File: config.mk
export PLATFORM = sky130hd
export DESIGN_NAME = lz77te_cell
export DESIGN_NICKNAME = d
export VERILOG_FILES = /design/src/rtl/lz77te_pkg.sv /design/src/rtl/lz77te_cell.sv
export SDC_FILE = /design/constraint.sdc
export NUM_CORES = 1
export LEC_CHECK = 0
export BUFFER_PORTS_ARGS = -buffer_cell sky130_fd_sc_hd__buf_2
export CAP_MARGIN = 30
export CORE_AREA = 2 2 39 41
export DETAILED_ROUTE_END_ITERATION = 8
export DIE_AREA = 0 0 41 43
export GPL_TIMING_DRIVEN = 0
export PLACE_DENSITY = 0.82
export SYNTH_ARGS = -nofsm -noshare
export SYNTH_HDL_FRONTEND = slang
export SYNTH_SLANG_ARGS = --single-unit
File: constraint.sdc
create_clock -name clk -period 1.1 [get_ports clk]
set_input_delay 0.22 -clock clk [delete_from_list [all_inputs] [get_ports clk]]
set_output_delay 0.22 -clock clk [all_outputs]
set_load 0.02 [all_outputs]
File: src/rtl/lz77te_pkg.sv
`timescale 1ns / 1ps
`default_nettype none

package lz77te_pkg;

  // Each node of the nearest-candidate tree merges 2**SCAN_RADIX_LOG2 children.
  localparam int SCAN_RADIX_LOG2 = 3;

  // Per-item controls broadcast to every window cell.
  typedef struct packed {
    logic shift;      // An item was accepted: compare, then move the window by one.
    logic start;      // The item opens a token, so any filled cell may start a match.
    logic last;       // The item ends the stream, so the window empties.
    logic clear_tok;  // The token just closed; no cell belongs to the current token.
  } cell_ctl_t;

endpackage

`default_nettype wire

File: src/rtl/lz77te_cell.sv
`timescale 1ns / 1ps
`default_nettype none

module lz77te_cell (
  input  wire                   clk,
  input  wire                   rst,
  input  lz77te_pkg::cell_ctl_t ctl,
  input  wire  [7:0]            din,
  input  wire  [7:0]            prev_byte,
  input  wire                   prev_filled,
  input  wire                   prev_token,
  output logic [7:0]            hist_byte,
  output logic                  filled,
  output logic                  in_token,
  output logic                  alive
);
  import lz77te_pkg::*;

  logic ok;

  // A cell sits at a fixed distance from the newest byte, so a match that
  // started this far back keeps comparing against this same cell.
  always_comb begin
    ok = (hist_byte == din) && (ctl.start ? filled : (alive && !in_token));
  end

  always_ff @(posedge clk) begin
    if (rst) begin
      filled   <= 1'b0;
      in_token <= 1'b0;
      alive    <= 1'b0;
    end else if (ctl.shift) begin
      filled   <= prev_filled && !ctl.last;
      in_token <= prev_token;
      alive    <= ok && !ctl.last;
    end else if (ctl.clear_tok) begin
      in_token <= 1'b0;
    end
  end

  always_ff @(posedge clk) begin
    if (ctl.shift) begin
      hist_byte <= prev_byte;
    end
  end

endmodule

`default_nettype wire

==> results.py <==
metrics = {
    "timing": {
        "fmax_mhz": 906,
        "setup_violations": 1,
        "slew_headroom": 0.821,
        "tightest_slew_ns": 0.269,
        "fin_ws_ns": -0.00367,
        "finClkSkew_ns": 0.000813,
        "hold_violations": 0,
        "finalCritPeriodShare": 1.00,
        "setup_tns_ns": -0.00367,
        "layout_min_cycle_time_ns": 1.10,
        "rsz0062_at_grt": "true",
        "drv_slew": 0,
    },
    "finish": {
        "layout-drive-gt1-share": 0.569,
        "fin_nets": 97,
        "diodes": 0,
        "final_cell_mix": "buf_2, xor2_1, edfxtp_1",
        "layoutNonFillerInstCount": 88,
        "layout_commonest_cell": "buf_2",
        "area_delta_synth_final_pct": 47.3,
        "n_fill_cell": 137,
    },
    "global_route": {
        "grt_first_pass_wirelength_mm": 1.57,
        "grt_overflow": 0,
        "grt_usage": 0.140,
        "grt_max_degree": 15,
        "grt_pass1_vias": 357,
        "antenna_found_initial": 0,
    },
    "pwr": {
        "p_leak_nw": 0.331,
        "ir_drop_uv": 665,
        "power.density_mw_per_mm2": 1300,
    },
    "cts": {
        "numCtsBuffers": 3,
        "clock-sinks": 11,
        "cts.path.max_buffers": 2,
        "ctsHoldBuffers": 0,
        "clk_pin_slew_ns": 0.07,
        "clk_latency_ns": 0.27,
        "postCtsSetupBuffers": 0,
        "cts_max_level": 1,
        "cts-root-buf": "clkbuf_4",
        "cts_tree": "yes",
    },
    "critical_path": {
        "critical-path-max-stage-delay_ns": 0.41,
        "crit_family": "flip-flops",
        "worst_path_max_delay_cell": "edfxtp_1",
        "cp_max_fo": 2,
        "required_ns": 1.32,
        "crit_arrival_ns": 1.32,
        "path_cells": "xor2_1, nor4_2, o2111ai_1, nand2_1",
        "endpoint_kind": "register",
        "crit_type": "reg -> reg",
        "critPathBufInv": 0,
        "startpoint_type": "register",
    },
    "routing": {
        "routed_wl_um": 976,
        "drt-vias-per-instance": 4.41,
        "drt_iter0_drc": 8,
        "dr.pass1.iters": 4,
        "num_vias": 388,
        "wl_per_cell_um": 11.1,
        "drcViolationCount": 0,
        "ant_nets": 0,
    },
    "floorplan": {
        "core_area_mm2": 0.00138,
        "die-area_mm2": 0.00176,
        "die_h_um": 43,
        "std_cell_rows": 14,
        "ios": 35,
        "initial_core_util": 0.352,
        "die_w_um": 41,
    },
    "hold_path": {
        "min_path_type": "in -> reg",
    },
    "outcome": {
        "violations": "setup timing",
        "outcome": "finished with violations",
    },
    "logic_synthesis": {
        "synth_area_um2": 487,
        "syn_inst": 34,
        "syn_area_per_cell_um2": 14.3,
        "synthesis.nets": 58,
        "ys_seq_area_frac": 0.617,
        "synth.distinct_cells": 13,
        "synth-seq-cells": 11,
        "yosys_warnings": 0,
    },
    "placed_design": {
        "dp.cells": 84,
        "hpwlAfterDp_um": 776,
        "gp_congestion": 0.631,
        "port_buffers": 34,
    },
    "run": {
        "drv_cap": 0,
    },
}
layout make-up:
type	count	area, µm²	area share
Clock buffer	3	22.5	0.0314
Sequential cell	11	300	0.419
Tap cell	16	20.0	0.0279
Timing Repair Buffer	34	183	0.255
Multi-Input combinational cell	23	186	0.260
Clock inverter	1	5.00	0.00698
worst paths after layout:
check / start / cells after the start / end / slack, ns
worst max-delay path: hist_byte[0] / 4 / alive / -0.004
worst min-delay path: prev_byte[5] / 1 / hist_byte[5] / 0.12
worst max register to register: hist_byte[0] / 4 / alive / -0.004
worst min register to register: alive / 2 / alive / 0.45
logic make-up after synthesis:
kind of cell | after synthesis | synth area share
and+or+nand+nor | 12 | 0.201
DFF | 11 | 0.617
xor gates and xnor gates | 8 | 0.144
AOI/OAI and AO/OA | 3 | 0.0386
through the flow:
step | utilization | worst slack [ns] | cell area, µm² | hold WS, ns | power, mW
5_1_grt | 0.518 | -0.0859 | 717 | 0.114 | 0.979
6_report | 0.518 | -0.00367 | 717 | 0.124 | 0.932
2_1_floorplan | - | -0.0802 | 487 | 0.289 | 0.581
3_3_place_gp | 0.489 | -0.00871 | 677 | 0.397 | 0.659
3_5_place_dp | 0.489 | -0.0181 | 677 | 0.398 | 0.665
4_1_cts | 0.514 | -0.0134 | 711 | 0.111 | 0.944
cells in the mapped netlist (all sizes together):
cell type  instances  area share
a21oi              2       0.021
nand2              2       0.015
xor2               8        0.14
nand2b             1       0.013
nor2               2       0.015
nor4b              1       0.049
nor4               2       0.051
nand3b             1       0.015
nor3b              1       0.015
o2111ai            1       0.018
nor2b              2       0.026
dfxtp              3        0.12
edfxtp             8        0.49
report_power, final:
| group | leakage [nW] | total [mW] | internal, mW | switching, mW |
|---|---|---|---|---|
| registers | 0.103 | 0.493 | 0.475 | 0.0183 |
| clock network | 0.0177 | 0.270 | 0.135 | 0.135 |
| logic | 0.210 | 0.169 | 0.0791 | 0.0895 |
| total | 0.331 | 0.932 | 0.689 | 0.243 |
metal layers:
layer | vias up | GRT usage | wire length, µm
met4 | 0 | 0.100 | 0
li1 | 200 | - | -
met3 | 0 | 0.0471 | 43
met5 | - | 0 | 0
met2 | 11 | 0.213 | 581
met1 | 177 | 0.154 | 351
registers in the layout, indices dropped and copies added (netlist names):
name and count:
hist_byte 8, in_token 1, filled 1, alive 1
what timing repair did:
action / CTS / global route
resized for setup: 2 / 2
pin swaps: 4 / 1
setup endpoints to repair: 2 / 5
hold endpoints to repair: 0 / 0
No activity file was read; power rests on OpenSTA's default activity.
