$ cat src/rtl/lz77te_pkg.sv
`timescale 1ns / 1ps
`default_nettype none

package lz77te_pkg;

  // Each node of the nearest-candidate tree merges 2**SCAN_RADIX_LOG2 children.
  localparam int SCAN_RADIX_LOG2 = 3;

  // Per-item controls broadcast to every window cell.
  typedef struct packed {
    logic shift;      // An item was accepted: compare, then move the window by one.
    logic start;      // The item opens a token, so any filled cell may start a match.
    logic last;       // The item ends the stream, so the window empties.
    logic clear_tok;  // The token just closed; no cell belongs to the current token.
  } cell_ctl_t;

endpackage

`default_nettype wire

$ cat src/rtl/lz77te_scan.sv
`timescale 1ns / 1ps
`default_nettype none

module lz77te_scan #(
  parameter int WINDOW_SIZE = 1024,
  parameter int LEVELS      = 4
) (
  input  wire                                             clk,
  input  wire                                             rst,
  input  wire  [WINDOW_SIZE-1:0]                          alive,
  output logic                                            found,
  output logic [lz77te_pkg::SCAN_RADIX_LOG2*LEVELS-1:0]   first_idx
);
  import lz77te_pkg::*;

  localparam int RADIX  = 1 << SCAN_RADIX_LOG2;
  localparam int IW     = SCAN_RADIX_LOG2 * LEVELS;
  localparam int LEAVES = 1 << IW;

  // Position of the first node of a tree level in the flat node arrays.
  function automatic int node_base(input int level);
    int sum;
    sum = 0;
    for (int m = 1; m < level; m++) begin
      sum += LEAVES >> (SCAN_RADIX_LOG2 * m);
    end
    return sum;
  endfunction

  localparam int NODES = node_base(LEVELS + 1);
  localparam int ROOT  = node_base(LEVELS);

  function automatic logic [IW-1:0] first_of(input logic [RADIX-1:0] f,
                                             input logic [RADIX-1:0][IW-1:0] ix);
    logic [IW-1:0] r;
    r = '0;
    for (int c = RADIX - 1; c >= 0; c--) begin
      if (f[c]) begin
        r = ix[c];
      end
    end
    return r;
  endfunction

  wire  [NODES-1:0] fnd_d;
  wire  [IW-1:0]    idx_d [NODES];
  logic [NODES-1:0] fnd_q;
  logic [IW-1:0]    idx_q [NODES];

  // Each node keeps the lowest set cell index below it; every tree level is registered.
  for (genvar k = 1; k <= LEVELS; k++) begin : g_lvl
    for (genvar n = 0; n < (LEAVES >> (SCAN_RADIX_LOG2 * k)); n++) begin : g_node
      wire [RADIX-1:0]         cf;
      wire [RADIX-1:0][IW-1:0] cix;
      for (genvar c = 0; c < RADIX; c++) begin : g_child
        if (k == 1) begin : g_leaf
          if (RADIX * n + c < WINDOW_SIZE) begin : g_real
            assign cf[c] = alive[RADIX * n + c];
          end else begin : g_pad
            assign cf[c] = 1'b0;
          end
          assign cix[c] = IW'(RADIX * n + c);
        end else begin : g_inner
          assign cf[c]  = fnd_q[node_base(k - 1) + RADIX * n + c];
          assign cix[c] = idx_q[node_base(k - 1) + RADIX * n + c];
        end
      end
      assign fnd_d[node_base(k) + n] = |cf;
      assign idx_d[node_base(k) + n] = first_of(cf, cix);
    end
  end

  always_ff @(posedge clk) begin
    if (rst) begin
      fnd_q <= '0;
    end else begin
      fnd_q <= fnd_d;
    end
  end

  always_ff @(posedge clk) begin
    idx_q <= idx_d;
  end

  assign found     = fnd_q[ROOT];
  assign first_idx = idx_q[ROOT];

endmodule

`default_nettype wire

$ cat config.mk
export PLATFORM = sky130hd
export DESIGN_NAME = lz77te_scan
export DESIGN_NICKNAME = d
export VERILOG_FILES = /design/src/rtl/lz77te_pkg.sv /design/src/rtl/lz77te_scan.sv
export SDC_FILE = /design/constraint.sdc
export NUM_CORES = 2
export LEC_CHECK = 0
export CAP_MARGIN = 30
export CORE_AREA = 3 3 398 400
export DETAILED_ROUTE_END_ITERATION = 10
export DIE_AREA = 0 0 401 403
export DONT_BUFFER_PORTS = 1
export GPL_TIMING_DRIVEN = 0
export HOLD_SLACK_MARGIN = 0.02
export SLEW_MARGIN = 0
export SYNTH_ARGS = -nofsm -noshare
export SYNTH_HDL_FRONTEND = slang
export SYNTH_SLANG_ARGS = --single-unit
$ cat constraint.sdc
create_clock -name clk -period 4.2 [get_ports clk]
set_input_delay 0.21 -clock clk [delete_from_list [all_inputs] [get_ports clk]]
set_output_delay 0.21 -clock clk [all_outputs]
set_load 0.05 [all_outputs]
==> run_results.csv <==
group,metric,value,unit
run_status,outcome,"complete, no violations",
worst_setup_path,cp.depth,4,
place,port_buffers,0,
worst_setup_path,regToRegStartpoint,"fnd_q[61]$_SDFF_PP0_",
worst_setup_path,cp.required,4.75,ns
worst_setup_path,setup.worst_path.end_class,"flip-flop",
layout,syn_to_final_growth,54.36,%
timing,fin_skew,0.01623,ns
floorplan,io_pins,1039,
power_and_ir_drop,switching_power,4619,uW
detailed_routing,drc,0,
detailed_routing,drt-wirelength-per-cell,22.09,um
cts,cts_buffer_depth,3,
run,drv_cap,0,
power_and_ir_drop,power_density,366.2,nW/um2
detailed_routing,viasPerCell,4.872,
cts,root_buffer,"clkbuf_16",
place,gp_congestion,1.064,
synth,ys_seq_area_frac,0.4934,
timing,rsz0062_at_grt,"false",
place,place.detailed.hpwl,118.8,mm
worst_setup_path,r2r_end,"g_lvl[3].g_node[0].cix[85]$_DFF_P_",
layout,final_util,0.3210,
power_and_ir_drop,switching_share,0.2524,
cts,path_clk_slew,0.06,ns
worst_setup_path,cpPeakStageDelay,0.97,ns
worst_setup_path,worstSetupEndpoint,"g_lvl[3].g_node[0].cix[85]$_DFF_P_",
synth,synth-seq-cells,798,
power_and_ir_drop,comb_power_share,0.120,
timing,setup_viol,0,
timing,timing.final.crit_share,0.5674,
worst_setup_path,critPathTopFamily,"compound AO/OA/AOI/OAI gates",
timing,fin_crit,2.383,ns
synth,synthCells,3854,
detailed_routing,vias,35572,
floorplan,die_area,161600,um2
global_route,grt.overflow.total,0,
layout,drive_gt1_frac,0.04678,
timing,slew_viol_final,0,
worst_setup_path,rrSetupSlack,1.82,ns
timing,worst_pin_slew,1.208,ns
power_and_ir_drop,pwr-share-clk,0.432,
power_and_ir_drop,leakagePower,0.02001,uW
worst_setup_path,crit_start,"fnd_q[61]$_SDFF_PP0_",
power_and_ir_drop,total_power,18300,uW
synth,synth.cell_area,32370,um2
synth,synth_top_area_frac,0.4934,
synth,ys_types,46,
global_route,grt_pass1_vias,36597,
floorplan,die_w,401,um
timing,fin_ws,1.817,ns
synth,yosysWarningCount,0,
cts,clock_sinks,798,
layout,fillers,15929,
worst_setup_path,cp-start-kind,"flip-flop",
detailed_routing,first_pass_iters,7,
global_route,grt_pass1_wl,230.4,mm
layout,stdcell_count,7302,
floorplan,start_util,0.2080,
detailed_routing,drt_iter0_drc,2694,
timing,max_slew_margin,0.1863,
detailed_routing,wl,161.3,mm
power_and_ir_drop,internal_power,13680,uW
synth,synth_edf_count,0,
layout,finalNetCount,6170,
cts,clock_latency,0.67,ns
floorplan,core,155700,um2
power_and_ir_drop,ir_drop,0.2461,mV
place,dp_slack,2.043,ns
synth,synth.avg_cell_area,8.400,um2
power_and_ir_drop,seqPwrFrac,0.448,
worst_setup_path,r2r_cells,4,
floorplan,rows,145,
global_route,antenna_found_initial,34,
global_route,grt_max_degree,16,
cts,cts_resized,0,
global_route,grt_usage,0.1897,
synth,ys.flop_type,"dfxtp_1",
min_path,hold_path_class,"input port to flip-flop",
cts,cts_tree,"done",
synth,async_flop_share,0,
place,place_inst,5956,
worst_setup_path,slowest_stage,"a221oi_1",
worst_setup_path,critPathKind,"flip-flop to flip-flop",
synth,synth_top_cells_by_area,"dfxtp_1, a21oi_1, nor3_1, nor4_1, inv_1",
worst_setup_path,cp.arrival,2.94,ns
worst_setup_path,critical_path_buf_inv_count,1,
cts,cts_max_level,3,
layout,regArea,15980,um2
synth,synth_top_area_cell,"dfxtp_1",
timing,setup-tns-final,0,ns
worst_setup_path,critical_path.max_fanout,8,
cts,numCtsBuffers,89,
layout,multi_input_area,14860,um2
timing,timing.final.hold_violations,0,
detailed_routing,ant_nets,0,
timing,timing.fmax,419.6,MHz
worst_setup_path,crit_chain,"clkbuf_1, a221oi_1, o21ai_1, a221o_1",
floorplan,die_y,403,um
==> cell usage after synthesis, types with 25 or more instances <==
library cell	instances
nor2_1	238
o21bai_1	128
nor2b_1	187
nand2_1	273
nand2b_1	130
a221o_1	46
a221oi_1	126
nor4_1	266
nor3_1	415
inv_1	333
nand3b_1	25
clkbuf_1	83
dfxtp_1	798
a21oi_1	473
o21ai_0	154
==> power by group through the flow <==
stage / Clock (uW) / Combinational [uW] / Sequential (uW)
CTS: 8130 / 2160 / 8210
detailed placement: 0 / 1360 / 8370
finish: 7910 / 2190 / 8210
global route: 8430 / 2370 / 8240
floorplan: 0 / 915 / 8240
global placement: 0 / 1330 / 8370
==> per-layer routing <==
metal | wire length (um) | up-vias | track usage | share of wire
li1 | - | 16471 | - | -
met2 | 75140 | 1795 | 0.3212 | 0.47
met3 | 11980 | 595 | 0.05041 | 0.074
met5 | 50 | - | 0 | 0.00031
met1 | 64340 | 16703 | 0.2185 | 0.40
met4 | 9781 | 8 | 0.1007 | 0.061
==> stage by stage <==
stage / cell area, um2 / hold slack [ns]
floorplan: 32380 / 0.2791
global placement: 34950 / 0.2832
detailed placement: 35360 / 0.2811
CTS: 49900 / 0.05832
global route: 49940 / 0.07974
finish: 49970 / 0.09361
==> logic make-up after synthesis <==
kind of cell           after synthesis  share of synthesized area
AND/OR/NAND/NOR                   1575                     0.2506
buffers and inverters              428                    0.05082
AO/OA/AOI/OAI                     1052                     0.2050
flip-flops                         798                     0.4934
other                                1                  0.0001158
==> flip-flops by register name (all words and copies together) (netlist names) <==
register / count
g_lvl.g_node.cix: 641
first_idx: 10
fnd_q: 147
==> layout make-up <==
cell class,count,area share
Buffer,95,0.007937
Inverter,333,0.02501
Sequential cell,798,0.3197
Clock buffer,120,0.05093
Clock inverter,43,0.008813
Multi-Input combinational cell,2629,0.2973
Timing Repair Buffer,1198,0.2374
Antenna cell,28,0.001402
Tap cell,2058,0.05153
==> worst min-delay path by stage <==
stage / startpoint / to / slack [ns] / depth (start not counted)
global route: alive[377] / g_lvl[2].g_node[5].cix[85]$_SDFF_PP0_ / 0.08 / 2
floorplan: alive[0] / g_lvl[2].g_node[0].cix[0]$_SDFF_PP0_ / 0.28 / 1
CTS: alive[377] / g_lvl[2].g_node[5].cix[85]$_SDFF_PP0_ / 0.06 / 2
finish: rst / fnd_q[37]$_SDFF_PP0_ / 0.09 / 3
detailed placement: alive[648] / g_lvl[2].g_node[10].cix[12]$_SDFF_PP0_ / 0.28 / 1
global placement: alive[680] / g_lvl[2].g_node[10].cix[60]$_SDFF_PP0_ / 0.28 / 1
==> repair_timing <==
action	in CTS	in global routing
setup buffers	0	0
setup endpoints to repair	0	0
hold endpoints to repair	641	0
hold buffers	1155	0
==> worst min-delay path, cell delays in order <==
cell,delay [ns]
clkbuf_1,0.18
buf_8,0.21
a21oi_1,0.11
==> cells in the final DEF, fill, tap and decap left out, types with 128 or more instances in the layout <==
cell type	Yosys	layout
dfxtp_1	798	798
inv_1	333	333
o21bai_1	128	128
nor4_1	266	251
nor2b_1	187	187
nor2_1	238	238
o21ai_0	154	154
nor3_1	415	414
nand2_1	273	273
nand2b_1	130	130
a21oi_1	473	473
dlygate4sd3_1	0	1155
(Power assumes the default switching activity.)
